[src/rtl/assert_macros.svh]
// Assertion macros used by the parser core RTL.
`ifndef ASSERT_MACROS_SVH
`define ASSERT_MACROS_SVH

// Property checked on every rising clock edge outside reset.
`define MRBP_ASSERT(lbl, prop, msg) \
  lbl: assert property (@(posedge clk_i) disable iff (!rst_ni) (prop)) else $error(msg);

// Condition that must never be seen outside reset.
`define MRBP_NEVER(lbl, cond, msg) \
  lbl: assert property (@(posedge clk_i) disable iff (!rst_ni) !(cond)) else $error(msg);

`endif

[src/rtl/mrbp_pkg.sv]
// Shared types, codes and helpers of the management request byte parser.
package mrbp_pkg;

  localparam int unsigned TOKEN_LEN_MAX = 65535;

  localparam logic OP_FEED    = 1'b0;
  localparam logic OP_RESTART = 1'b1;

  localparam logic [1:0] STATUS_BUSY  = 2'd0;
  localparam logic [1:0] STATUS_DONE  = 2'd1;
  localparam logic [1:0] STATUS_ERROR = 2'd2;

  localparam logic [1:0] KIND_NONE    = 2'd0;
  localparam logic [1:0] KIND_TOKEN   = 2'd1;
  localparam logic [1:0] KIND_PAYLOAD = 2'd2;

  localparam logic [1:0] TYPE_NONE = 2'd0;
  localparam logic [1:0] TYPE_GET  = 2'd1;
  localparam logic [1:0] TYPE_EDIT = 2'd2;

  localparam logic [7:0] VERSION_BYTE = 8'h01;
  localparam logic [7:0] TOKEN_END    = 8'h00;
  localparam logic [7:0] CMD_MAX      = 8'h08;

  // Edit commands that must carry a zero size high byte.
  localparam logic [3:0] CMD_FIXED_A = 4'd3;
  localparam logic [3:0] CMD_FIXED_B = 4'd4;
  localparam logic [3:0] CMD_FIXED_C = 4'd7;
  localparam logic [3:0] CMD_FIXED_D = 4'd8;

  localparam logic [9:0] SIZE_HI_BIAS = 10'd255;

  typedef struct packed {
    logic [1:0]  status;
    logic [1:0]  byte_kind;
    logic [7:0]  out_byte;
    logic [1:0]  req_type;
    logic [3:0]  command;
    logic [9:0]  payload_len;
    logic [15:0] tok_seen;
  } result_t;

  // Payload length: low byte, plus 255 plus the high byte when it is nonzero.
  function automatic logic [9:0] total_len(input logic [7:0] hi, input logic [7:0] lo);
    logic [9:0] n;
    n = {2'b00, lo};
    if (hi != 8'h00) begin
      n = n + SIZE_HI_BIAS + {2'b00, hi};
    end
    return n;
  endfunction

endpackage

[src/rtl/mgmt_request_byte_parser_core.sv]
// Top level of the management request byte parser: word registers and handshakes.
//
// Parses a management request one word (byte) at a time: version 0x01, a
// zero-terminated token, type (1 get, 2 edit), command 0..8, size high and
// size low, then the payload. Token and payload bytes are passed out as they
// arrive; every accepted word yields exactly one result word carrying status,
// the passed byte and the parsed header fields. op = 1 restarts the parser.
// Each word goes through an input register, one pass of phase logic and a
// result register; out_valid_o rises when the result register takes it, and
// a new word is taken every cycle unless out_stall_i holds a result back;
// the input register keeps taking words while a finished result waits on
// out_stall_i, if it is itself free. The token count saturates at TokenLenMax.
`include "assert_macros.svh"

module mgmt_request_byte_parser_core #(
  parameter int unsigned TokenLenMax = mrbp_pkg::TOKEN_LEN_MAX
) (
  input  logic        clk_i,
  input  logic        rst_ni,
  input  logic        in_valid_i,
  output logic        in_stall_o,
  input  logic        op_i,
  input  logic [7:0]  in_byte_i,
  output logic        out_valid_o,
  input  logic        out_stall_i,
  output logic [1:0]  status_o,
  output logic [1:0]  byte_kind_o,
  output logic [7:0]  out_byte_o,
  output logic [1:0]  req_type_o,
  output logic [3:0]  command_o,
  output logic [9:0]  payload_len_o,
  output logic [15:0] tok_seen_o
);
  import mrbp_pkg::*;

  // input word register
  logic       in_valid_q;
  logic       op_q;
  logic [7:0] byte_q;
  // result register
  logic       out_valid_q, out_valid_d;
  result_t    res_q, res_d;

  logic out_ready;  // result register can take a new word this cycle
  logic fire;       // held input word is processed this cycle
  logic in_take;

  assign out_ready  = !out_valid_q || !out_stall_i;
  assign fire       = in_valid_q && out_ready;
  assign in_stall_o = in_valid_q && !out_ready;
  assign in_take    = in_valid_i && !in_stall_o;

  always_ff @(posedge clk_i or negedge rst_ni) begin
    if (!rst_ni) begin
      in_valid_q <= 1'b0;
    end else if (in_take || fire) begin
      in_valid_q <= in_take;
    end
  end

  always_ff @(posedge clk_i) begin
    if (in_take) begin
      op_q   <= op_i;
      byte_q <= in_byte_i;
    end
  end

  mrbp_step #(
    .TokenLenMax(TokenLenMax)
  ) u_step (
    .clk_i  (clk_i),
    .rst_ni (rst_ni),
    .fire_i (fire),
    .op_i   (op_q),
    .byte_i (byte_q),
    .res_o  (res_d)
  );

  assign out_valid_d = fire || (out_valid_q && out_stall_i);

  always_ff @(posedge clk_i or negedge rst_ni) begin
    if (!rst_ni) begin
      out_valid_q <= 1'b0;
    end else begin
      out_valid_q <= out_valid_d;
    end
  end

  always_ff @(posedge clk_i) begin
    if (fire) begin
      res_q <= res_d;
    end
  end

  assign out_valid_o   = out_valid_q;
  assign status_o      = res_q.status;
  assign byte_kind_o   = res_q.byte_kind;
  assign out_byte_o    = res_q.out_byte;
  assign req_type_o    = res_q.req_type;
  assign command_o     = res_q.command;
  assign payload_len_o = res_q.payload_len;
  assign tok_seen_o    = res_q.tok_seen;

  // a held word is never dropped while the result side is blocked
  `MRBP_ASSERT(a_hold_in, (in_valid_q && !out_ready) |=> in_valid_q, "input word lost")
  // payload bytes never come with an error status
  `MRBP_NEVER(a_pay_err,
              out_valid_q && res_q.byte_kind == KIND_PAYLOAD && res_q.status == STATUS_ERROR,
              "payload in error")
  // no byte passed means a zero byte field
  `MRBP_ASSERT(a_zero_byte,
               (out_valid_q && res_q.byte_kind == KIND_NONE) |-> res_q.out_byte == 8'h00,
               "stray byte")
  // a processed word always lands in the result register
  `MRBP_ASSERT(a_fire_out, fire |=> out_valid_q, "result not registered")

endmodule

[src/rtl/mrbp_step.sv]
// Parser phase machine: state registers and the per-word update.
module mrbp_step #(
  parameter int unsigned TokenLenMax = mrbp_pkg::TOKEN_LEN_MAX
) (
  input  logic              clk_i,
  input  logic              rst_ni,
  input  logic              fire_i,
  input  logic              op_i,
  input  logic [7:0]        byte_i,
  output mrbp_pkg::result_t res_o
);
  import mrbp_pkg::*;

  localparam logic [3:0] PH_VERSION = 4'd0;
  localparam logic [3:0] PH_TOKEN   = 4'd1;
  localparam logic [3:0] PH_TYPE    = 4'd2;
  localparam logic [3:0] PH_CMD     = 4'd3;
  localparam logic [3:0] PH_SIZE_HI = 4'd4;
  localparam logic [3:0] PH_SIZE_LO = 4'd5;
  localparam logic [3:0] PH_DATA    = 4'd6;
  localparam logic [3:0] PH_DONE    = 4'd7;
  localparam logic [3:0] PH_ERROR   = 4'd8;

  localparam logic [15:0] TokMax = 16'(TokenLenMax);

  logic [3:0]  phase_q, phase_d;
  logic [1:0]  type_q, type_d;
  logic [3:0]  cmd_q, cmd_d;
  logic [7:0]  size_hi_q, size_hi_d;
  logic [7:0]  size_lo_q, size_lo_d;
  logic [9:0]  pay_cnt_q, pay_cnt_d;
  logic [15:0] tok_cnt_q, tok_cnt_d;
  logic [1:0]  kind;
  logic [7:0]  obyte;
  logic        hi_forbidden;
  logic [9:0]  len_now;

  always_comb begin
    hi_forbidden = 1'b0;
    if (byte_i != 8'h00) begin
      if (type_q == TYPE_GET) begin
        hi_forbidden = 1'b1;
      end else if (type_q == TYPE_EDIT) begin
        hi_forbidden = cmd_q inside {CMD_FIXED_A, CMD_FIXED_B, CMD_FIXED_C, CMD_FIXED_D};
      end
    end
  end

  always_comb begin
    phase_d   = phase_q;
    type_d    = type_q;
    cmd_d     = cmd_q;
    size_hi_d = size_hi_q;
    size_lo_d = size_lo_q;
    pay_cnt_d = pay_cnt_q;
    tok_cnt_d = tok_cnt_q;
    kind      = KIND_NONE;
    obyte     = 8'h00;
    if (op_i == OP_RESTART) begin
      phase_d   = PH_VERSION;
      type_d    = TYPE_NONE;
      cmd_d     = 4'd0;
      size_hi_d = 8'h00;
      size_lo_d = 8'h00;
      pay_cnt_d = 10'd0;
      tok_cnt_d = 16'd0;
    end else begin
      unique case (phase_q)
        PH_VERSION: begin
          phase_d = (byte_i == VERSION_BYTE) ? PH_TOKEN : PH_ERROR;
        end
        PH_TOKEN: begin
          if (byte_i == TOKEN_END) begin
            phase_d = PH_TYPE;
          end else begin
            kind  = KIND_TOKEN;
            obyte = byte_i;
            if (tok_cnt_q < TokMax) begin
              tok_cnt_d = tok_cnt_q + 16'd1;
            end
          end
        end
        PH_TYPE: begin
          if (byte_i == {6'd0, TYPE_GET} || byte_i == {6'd0, TYPE_EDIT}) begin
            type_d  = byte_i[1:0];
            phase_d = PH_CMD;
          end else begin
            phase_d = PH_ERROR;
          end
        end
        PH_CMD: begin
          if (byte_i <= CMD_MAX) begin
            cmd_d   = byte_i[3:0];
            phase_d = PH_SIZE_HI;
          end else begin
            phase_d = PH_ERROR;
          end
        end
        PH_SIZE_HI: begin
          if (hi_forbidden) begin
            phase_d = PH_ERROR;
          end else begin
            size_hi_d = byte_i;
            phase_d   = PH_SIZE_LO;
          end
        end
        PH_SIZE_LO: begin
          size_lo_d = byte_i;
          phase_d   = (total_len(size_hi_q, byte_i) != 10'd0) ? PH_DATA : PH_DONE;
        end
        PH_DATA: begin
          kind      = KIND_PAYLOAD;
          obyte     = byte_i;
          pay_cnt_d = pay_cnt_q + 10'd1;
          if (pay_cnt_d == total_len(size_hi_q, size_lo_q)) begin
            phase_d = PH_DONE;
          end
        end
        default: begin
          // done and error hold until restart
        end
      endcase
    end
  end

  assign len_now = total_len(size_hi_d, size_lo_d);

  always_comb begin
    res_o.status = (phase_d == PH_DONE)  ? STATUS_DONE :
                   (phase_d == PH_ERROR) ? STATUS_ERROR : STATUS_BUSY;
    res_o.byte_kind   = kind;
    res_o.out_byte    = obyte;
    res_o.req_type    = type_d;
    res_o.command     = cmd_d;
    res_o.payload_len = (phase_d == PH_DATA || phase_d == PH_DONE) ? len_now : 10'd0;
    res_o.tok_seen    = tok_cnt_d;
  end

  always_ff @(posedge clk_i or negedge rst_ni) begin
    if (!rst_ni) begin
      phase_q   <= PH_VERSION;
      type_q    <= TYPE_NONE;
      cmd_q     <= 4'd0;
      size_hi_q <= 8'h00;
      size_lo_q <= 8'h00;
      pay_cnt_q <= 10'd0;
      tok_cnt_q <= 16'd0;
    end else if (fire_i) begin
      phase_q   <= phase_d;
      type_q    <= type_d;
      cmd_q     <= cmd_d;
      size_hi_q <= size_hi_d;
      size_lo_q <= size_lo_d;
      pay_cnt_q <= pay_cnt_d;
      tok_cnt_q <= tok_cnt_d;
    end
  end

endmodule

[config.mk]
export PLATFORM = sky130hd
export DESIGN_NAME = mgmt_request_byte_parser_core
export DESIGN_NICKNAME = d
export VERILOG_FILES = /design/src/rtl/mrbp_pkg.sv /design/src/rtl/mgmt_request_byte_parser_core.sv /design/src/rtl/mrbp_step.sv
export VERILOG_INCLUDE_DIRS = /design/src /design/src/rtl
export SDC_FILE = /design/constraint.sdc
export NUM_CORES = 1
export LEC_CHECK = 0
export ABC_AREA = 1
export BUFFER_PORTS_ARGS = -buffer_cell sky130_fd_sc_hd__buf_4
export CAP_MARGIN = 20
export CORE_UTILIZATION = 66
export DETAILED_ROUTE_END_ITERATION = 6
export PLACE_DENSITY = 0.93
export SLEW_MARGIN = 20
export SYNTH_ARGS = -nofsm -noshare
export SYNTH_HDL_FRONTEND = slang
export SYNTH_SLANG_ARGS = --single-unit
[constraint.sdc]
create_clock -name clk_i -period 6.8 [get_ports clk_i]
set_input_delay 1.02 -clock clk_i [delete_from_list [all_inputs] [get_ports clk_i]]
set_output_delay 1.02 -clock clk_i [all_outputs]
set_load 0.01 [all_outputs]
**After elaboration in Yosys (flattened, before gate mapping)**

Cells that the tools add are included.

- Flip-flop bits (word level): 107
- Word-level logic and storage cells: 111
- Output and inout port bits: 46
- Input port bits: 13

- Multiplexer cells: 41
- Reductions and logical operators: 23
- Add/subtract/negate cells: 8
- Equal/unequal tests: 18
- Magnitude comparators: 2

Operators with widths:

| operator | count |
|---|---|
| two-way mux 10 bit | 8 |
| two-way mux 16 bit | 4 |
| two-way mux 8 bit | 7 |
| two-way mux 4 bit | 10 |
| equality test 4 x 3 -> 1 bit (second input constant) | 7 |
| case mux 4 bit (7 select lines) | 1 |
| adder 8 x 8 -> 9 bit (second input constant) | 3 |
| nonzero test 8 bit | 3 |
| adder 10 x 8 -> 10 bit | 2 |
| adder 16 x 1 -> 16 bit (second input constant) | 1 |
| less-than comparator 16 bit (second input constant) | 1 |
| case mux 8 bit (2 select lines) | 1 |
| equality test 4 x 2 -> 1 bit (second input constant) | 3 |
| adder 10 x 1 -> 10 bit (second input constant) | 1 |
| adder 9 x 8 -> 10 bit | 1 |
| equality test 10 bit | 1 |
| nonzero test 10 bit | 1 |
| equality test 4 bit (second input constant) | 2 |
| equality test 8 x 1 -> 1 bit (second input constant) | 1 |
| equality test 8 x 2 -> 1 bit (second input constant) | 1 |
| less-or-equal comparator 8 x 4 -> 1 bit (second input constant) | 1 |
| zero test 8 bit | 1 |
| two-way mux 2 bit | 4 |
| logical OR 1 bit | 5 |
| 11 further kinds | 22 |

**Depth between registers and ports, before layout**

- Depth after elaboration: 12
- Gate-level depth with buffers: 21
- Gate-level depth less buffers: 21

**Hierarchy**

A second synthesis with hierarchy kept.

- Cells, all modules: 831
- Area, all modules: 6821.5 um^2

Modules (own cells, without submodules):

| module | sequential area each (um^2) | area each (um^2) | cells an instance | instances |
|---|---|---|---|---|
| mrbp_step | 1301.2 | 5134.9 | 766 | 1 |
| mgmt_request_byte_parser_core | 1641.6 | 1686.6 | 65 | 1 |

**Worst setup path before layout**

OpenSTA, ideal clock, no wires.

- Kind: register to register
- Start: reg byte_q[0]
- End: reg res_q (netlist bit payload_len_o[7]) (data pin)
- Stages on the path, launching flop included: 21
- Data required time: 6545 ps
- Data arrival time: 3099 ps
- Period minus slack after synthesis: 3354 ps
- Slack: 3446 ps
- Library setup time: 255 ps
- Path buffers: 0
- Path through: edfxtp_1 > inv_1 > ha_1 > nand2_2 > nor2_4 > nand2_4 > nand2_4 > nand2_8 > nand2_1 > nand3_2 > ha_1 > inv_1 > ha_1 > inv_1 > fa_1 > o21ai_0 > a21oi_1 > o21bai_1 > xor2_1 > a21oi_1 > nor2_1

- Cells in the longest elaborated chain, start to end: 11
- Elaborated cells between the ends (all ways): 33
- Those cells by class: 4 x add/sub; 1 x order compare; 4 x eq/ne; 18 x mux; 6 x reduce/logical

RTL lines:

| what | RTL line | source |
|---|---|---|
| start: declaration | mgmt_request_byte_parser_core.sv:39 | `logic [7:0] byte_q;` |
| start signal: assignment | mgmt_request_byte_parser_core.sv:64 | `byte_q <= in_byte_i;` |
| adder 8 x 8 -> 9 bit | mrbp_pkg.sv:48 | `n = n + SIZE_HI_BIAS + {2'b00, hi};` |
| adder 10 x 8 -> 10 bit | mrbp_pkg.sv:48 |  |
| two-way mux 10 bit | mrbp_pkg.sv:47 | `if (hi != 8'h00) begin` |
| two-way mux 10 bit | mrbp_step.sv:68 | `unique case (phase_q)` |
| two-way mux 10 bit | mrbp_step.sv:59 | `if (op_i == OP_RESTART) begin` |
| nonzero test 10 bit | mrbp_step.sv:109 | `phase_d = (total_len(size_hi_q, byte_i) != 10'd0) ? PH_DATA : PH_DONE;` |
| two-way mux 1 bit | mrbp_step.sv:109 |  |
| case mux 4 bit (7 select lines) | mrbp_step.sv:68 |  |
| two-way mux 4 bit | mrbp_step.sv:59 |  |
| equality test 4 x 3 -> 1 bit | mrbp_step.sv:135 | `res_o.payload_len = (phase_d == PH_DATA \|\| phase_d == PH_DONE) ? len_now : 10'd0;` |
| logical OR 1 bit | mrbp_step.sv:135 |  |
| end signal: assignment | mgmt_request_byte_parser_core.sv:91 | `res_q <= res_d;` |
| end: declaration | mgmt_request_byte_parser_core.sv:42 | `result_t res_q, res_d;` |

Parallel ways exist; a longest one is shown, timed or not. The select of a mux whose other input is x is not followed.
A chain may end at the register's enable or synchronous reset.

**Worst setup path in the final report**

- Start: reg byte_q[0]
- End: reg res_q (netlist bit payload_len_o[8]) (data pin)

- Cells in the longest elaborated chain, start to end: 12
- Elaborated cells between the ends (all ways): 33
- Those cells by class: 4 x add/sub; 1 x order compare; 4 x eq/ne; 17 x mux; 7 x reduce/logical

RTL lines:

| what | RTL line |
|---|---|
| adder 8 x 8 -> 9 bit | mrbp_pkg.sv:48 |
| adder 10 x 8 -> 10 bit | mrbp_pkg.sv:48 |
| two-way mux 10 bit | mrbp_pkg.sv:47 |
| two-way mux 10 bit | mrbp_step.sv:68 |
| two-way mux 10 bit | mrbp_step.sv:59 |
| nonzero test 10 bit | mrbp_step.sv:109 |
| two-way mux 1 bit | mrbp_step.sv:109 |
| case mux 4 bit (7 select lines) | mrbp_step.sv:68 |
| two-way mux 4 bit | mrbp_step.sv:59 |
| equality test 4 x 3 -> 1 bit | mrbp_step.sv:135 |
| logical OR 1 bit | mrbp_step.sv:135 |
| AND reduction 2 bit (no source line) | n/a |

Parallel ways exist; a longest one is shown, timed or not. The select of a mux whose other input is x is not followed.

==> metrics list <==
* Total routed wirelength: approximately 17000 um
* First-pass GRT wire length: about 28000 um
- Max Freq: roughly 260 MHz
* RSZ-0062 raised after global routing: false
* Root buffer cell: sky130_fd_sc_hd__clkbuf_8
* Distinct cell type count after synthesis: 44
- Between clock sinks in the finished design, the worst skew comes to roughly 22 ps.
- GRT Total Usage: 32.3%
- The signal on the critical path passes through inv_1 -> ha_1 -> nand2_2 -> nor2_4 -> nand2_4 -> nand2_4 -> nand2_8 -> nand2_1 -> nand3_1 -> ha_1 -> inv_1 -> ha_1 -> a21oi_1 -> nand2_1 -> a21o_1 -> a21oi_1 -> nor2_1 -> o21ai_0 -> nand2_1 -> nand2_1 -> a21oi_2.
- Die Wd: roughly 110 um
* Placeable core area: roughly 0.010 sq mm
* Row cnt: 37
- The tool flagged a number of max-cap violations equal to 0.
- Across the VDD grid, the largest voltage drop is between 0.15 and 0.2 mV.
* DRC errors left: 0
* Min-delay worst type: reg -> reg
- Drt initial violations: 576
* Deepest clock path buffer count: 2
- For this run, the slowest stage of the critical path takes 510 ps.
- CTS sink count: 107
- The first TritonRoute pass finished after 5 iterations.
* Library cell appearing most often on the critical path: sky130_fd_sc_hd__nand2_1
- Synth warnings: 0
- Pins over their slew limit: 0
- The number of nets handed over by synthesis was around 940.
- Counting the fill cells in the layout gives 735.
- Die footprint: 0.0110 sq mm
- The wire-length estimate of the detail-placed layout is ~12000 um.
* Clock tree from TritonCTS: done
- Sequential elements use 42.0% of the synthesized area.
- Starting density of the core: roughly two thirds
* Cell area after synthesis: 0.00701 sq mm
* Top cells by area, synth: sky130_fd_sc_hd__edfxtp_1 (23%), sky130_fd_sc_hd__dfrtp_1 (19%), sky130_fd_sc_hd__nand2_1 (12%)
- Data required time of the critical path: between 6000 and 7000 ps
- Synthesis handed over a netlist of approximately 890 instances.
- The sequential cells in the finished layout cover a total of approximately 0.0029 sq mm.
- By startpoint and endpoint, the worst setup path is classified as reg -> reg.
- The top cell type by area accounts for between 20% and 30% of the synthesized area.
- The initial antenna violation count was 0.
- At the pin with the least slew margin, the transition time is approximately 830 ps.
* Shortest period the worst path allows: approximately 3900 ps
* Fraction of final layout cells sized beyond drive strength 1: a little over an eighth
- Post-CTS timing repair inserted 0 buffers for setup.
- The run finished with clean final reports.
- Clock buffer count from CTS: 9
- The design draws 2.73 mW.
- The synthesized design contains roughly 110 register bits.
* Multi-input logic area: roughly 0.0035 sq mm
* Maximum level of the CTS H-tree: 3
- Compared with the post-synthesis result, the final layout area differs by 11.2%.
- Excluding fillers, the count of instances in the completed layout stands at roughly 1100.
* Number of flops mapped to enable cells by yosys: 53
- Sum of overflow across all layers after global routing: 0
* Maximum fanout along the worst path: 10
- Post-DRT Antenna Nets: 0
- The final critical path takes up between 50 and 60% of the cycle.
* Arrival time at the worst endpoint: 4070 ps
* Vertical die dimension: around 110 um
* Wire length per cell after detailed routing: approximately 15 um
- In this run the tightest slew margin relative to its limit is between 40% and 50%.
* Syn_area_per_cell: roughly 7.9 sq um
- Top FF cell, synth: sky130_fd_sc_hd__dfrtp_1
- Final Hold Viols: 0
- Using the TritonRoute via totals, the vias-per-cell ratio works out to ~5.8.
- STA classifies the critical path startpoint as a flip-flop.
* Pin count of the biggest net entering global routing: slightly below 80
- During I/O placement, the number of pins put on the boundary was 59.
- The via count of the first global-routing pass is between 6000 and 7000.
- Power spread over the standard cell area amounts to between 300 and 400 mW/mm^2.
- Final RePlAce weighted congestion: ~0.94
* Post-CTS resize count: 0
- Async set or reset register ratio after synthesis: 50.5%
* Vias after detailed routing: around 6300
- Clock slew seen by the registers of the worst setup and hold paths: between 100 and 150 ps
- Count of antenna diodes in the layout: 0
- Setup violations remaining at the end of the flow were counted as 0.
* Cell at the slowest stage of the critical path: sky130_fd_sc_hd__edfxtp_1
- Insertion delay of the later-clocked pin in the worst-skew pair: slightly above 400 ps
- The analysis attributes to cell leakage a power of about 3.7 nW.
- For the final routed database, the setup TNS stands at 0 ps.
- The worst setup path is captured at a flip-flop.
* Cell type with the largest total area after synthesis: sky130_fd_sc_hd__edfxtp_1
* Count of hold-fix buffers inserted at cts: 0
* Layout net count: roughly 1000
- The count of buffers added on input and output ports is slightly below 60.
* Number of cells after detailed placement: ~1100
[logic make-up after synthesis]
group,count (synthesis),share of synthesized area (%)
flip-flops,107,42.0
adder cells (fa/ha/maj),43,7.99
XOR/XNOR,30,3.75
AND/OR/NAND/NOR,425,28.0
buffers and inverters,148,8.14
AO/OA/AOI/OAI,134,10.2
[state kept, by name, indices dropped and copies added (netlist names), 4 cells and up]
register          cells
out_byte_o            8
payload_len_o        10
u_step.size_lo_q      8
command_o             4
u_step.tok_cnt_q     16
u_step.pay_cnt_q     10
u_step.phase_q        4
u_step.size_hi_q      8
byte_q                8
tok_seen_o           16
u_step.cmd_q          4
[where the power goes]
part	switching (mW)	internal [mW]	total (mW)
Combinational	0.932	0.513	1.44
Clock	0.260	0.186	0.445
Sequential	0.0760	0.764	0.840
Total	1.27	1.46	2.73
[synth_stat cells, types with 3 or more instances]
master                     number
sky130_fd_sc_hd__inv_1        125
sky130_fd_sc_hd__nand3b_1       6
sky130_fd_sc_hd__nor2_2         7
sky130_fd_sc_hd__edfxtp_1      53
sky130_fd_sc_hd__ha_1          40
sky130_fd_sc_hd__xnor2_1        6
sky130_fd_sc_hd__inv_2          6
sky130_fd_sc_hd__a21oi_1       43
sky130_fd_sc_hd__nand2_2       10
sky130_fd_sc_hd__or2_2          3
sky130_fd_sc_hd__nand3_2        5
sky130_fd_sc_hd__nand3_1       69
sky130_fd_sc_hd__dfrtp_1       54
sky130_fd_sc_hd__clkbuf_1      10
sky130_fd_sc_hd__xor2_1        24
sky130_fd_sc_hd__nand4_1       14
sky130_fd_sc_hd__nor2_4         5
sky130_fd_sc_hd__nor3_1        16
sky130_fd_sc_hd__o22ai_1        9
sky130_fd_sc_hd__nand2_4        3
sky130_fd_sc_hd__nand2_1      215
sky130_fd_sc_hd__fa_1           3
sky130_fd_sc_hd__nor3_2         4
sky130_fd_sc_hd__nor2_1        63
sky130_fd_sc_hd__o21ai_0       69
sky130_fd_sc_hd__buf_2          3
[cell usage in the layout, fill, tap and decap left out, types with 16 or more instances in the layout]
master	instances
sky130_fd_sc_hd__xor2_1	24
sky130_fd_sc_hd__ha_1	40
sky130_fd_sc_hd__nor2_1	63
sky130_fd_sc_hd__buf_4	62
sky130_fd_sc_hd__nand2_1	215
sky130_fd_sc_hd__edfxtp_1	53
sky130_fd_sc_hd__dfrtp_1	54
sky130_fd_sc_hd__a21oi_1	43
sky130_fd_sc_hd__nand3_1	69
sky130_fd_sc_hd__nor3_1	16
sky130_fd_sc_hd__inv_1	125
sky130_fd_sc_hd__o21ai_0	69
[layer usage]
metal / track usage, % / vias to the layer above / share of wire (%)
li1: - / 3026 / -
met1: 39.7 / 2871 / 40
met2: 56.3 / 292 / 49
met3: 4.43 / 61 / 7.6
met4: 14.8 / 0 / 3.3
met5: 0 / - / 0
[through the flow]
| step | cell area (sq um) | utilization, % | hold WS [ps] | worst slack, ps |
|---|---|---|---|---|
| after global routing | 7800 | 75.5 | 534 | 2690 |
| final | 7800 | 75.5 | 499 | 2890 |
| after detailed placement | 7570 | 73.3 | 476 | 3080 |
| after global placement | 7570 | 73.3 | 457 | 3220 |
| after floorplan | 7010 | - | 448 | 3450 |
| after CTS | 7800 | 75.5 | 504 | 2980 |
[worst paths after layout]
| check | start | endpoint | slack (ps) | depth (start not counted) |
|---|---|---|---|---|
| max in group asynchronous | rst_ni | u_step.tok_cnt_q[7] | 5640 | 1 |
| worst min-delay path | in_valid_q | out_valid_o | 500 | 2 |
| worst max register to register | byte_q[0] | payload_len_o[8] | 2890 | 21 |
| min in group asynchronous | rst_ni | u_step.pay_cnt_q[9] | 660 | 1 |
| worst max-delay path | byte_q[0] | payload_len_o[8] | 2890 | 21 |
| worst min register to register | in_valid_q | out_valid_o | 500 | 2 |
[final cells by class]
type	count	area share, %
clock inverters	7	1.32
flip-flops and latches	107	37.7
clock buffers	9	1.59
repair buffers	62	5.97
inverters	131	6.31
multi-input cells	632	44.9
well taps	136	2.18
[critical path, delay by kind of cell, from the launching register on]
| family | cells | cell delay, ps |
|---|---|---|
| flops | 1 | 510 |
| simple gates | 11 | 1100 |
| buf+inv | 2 | 280 |
| fa+ha+maj | 3 | 940 |
| compound gates | 5 | 850 |
Power figures use the tool's default switching activity.
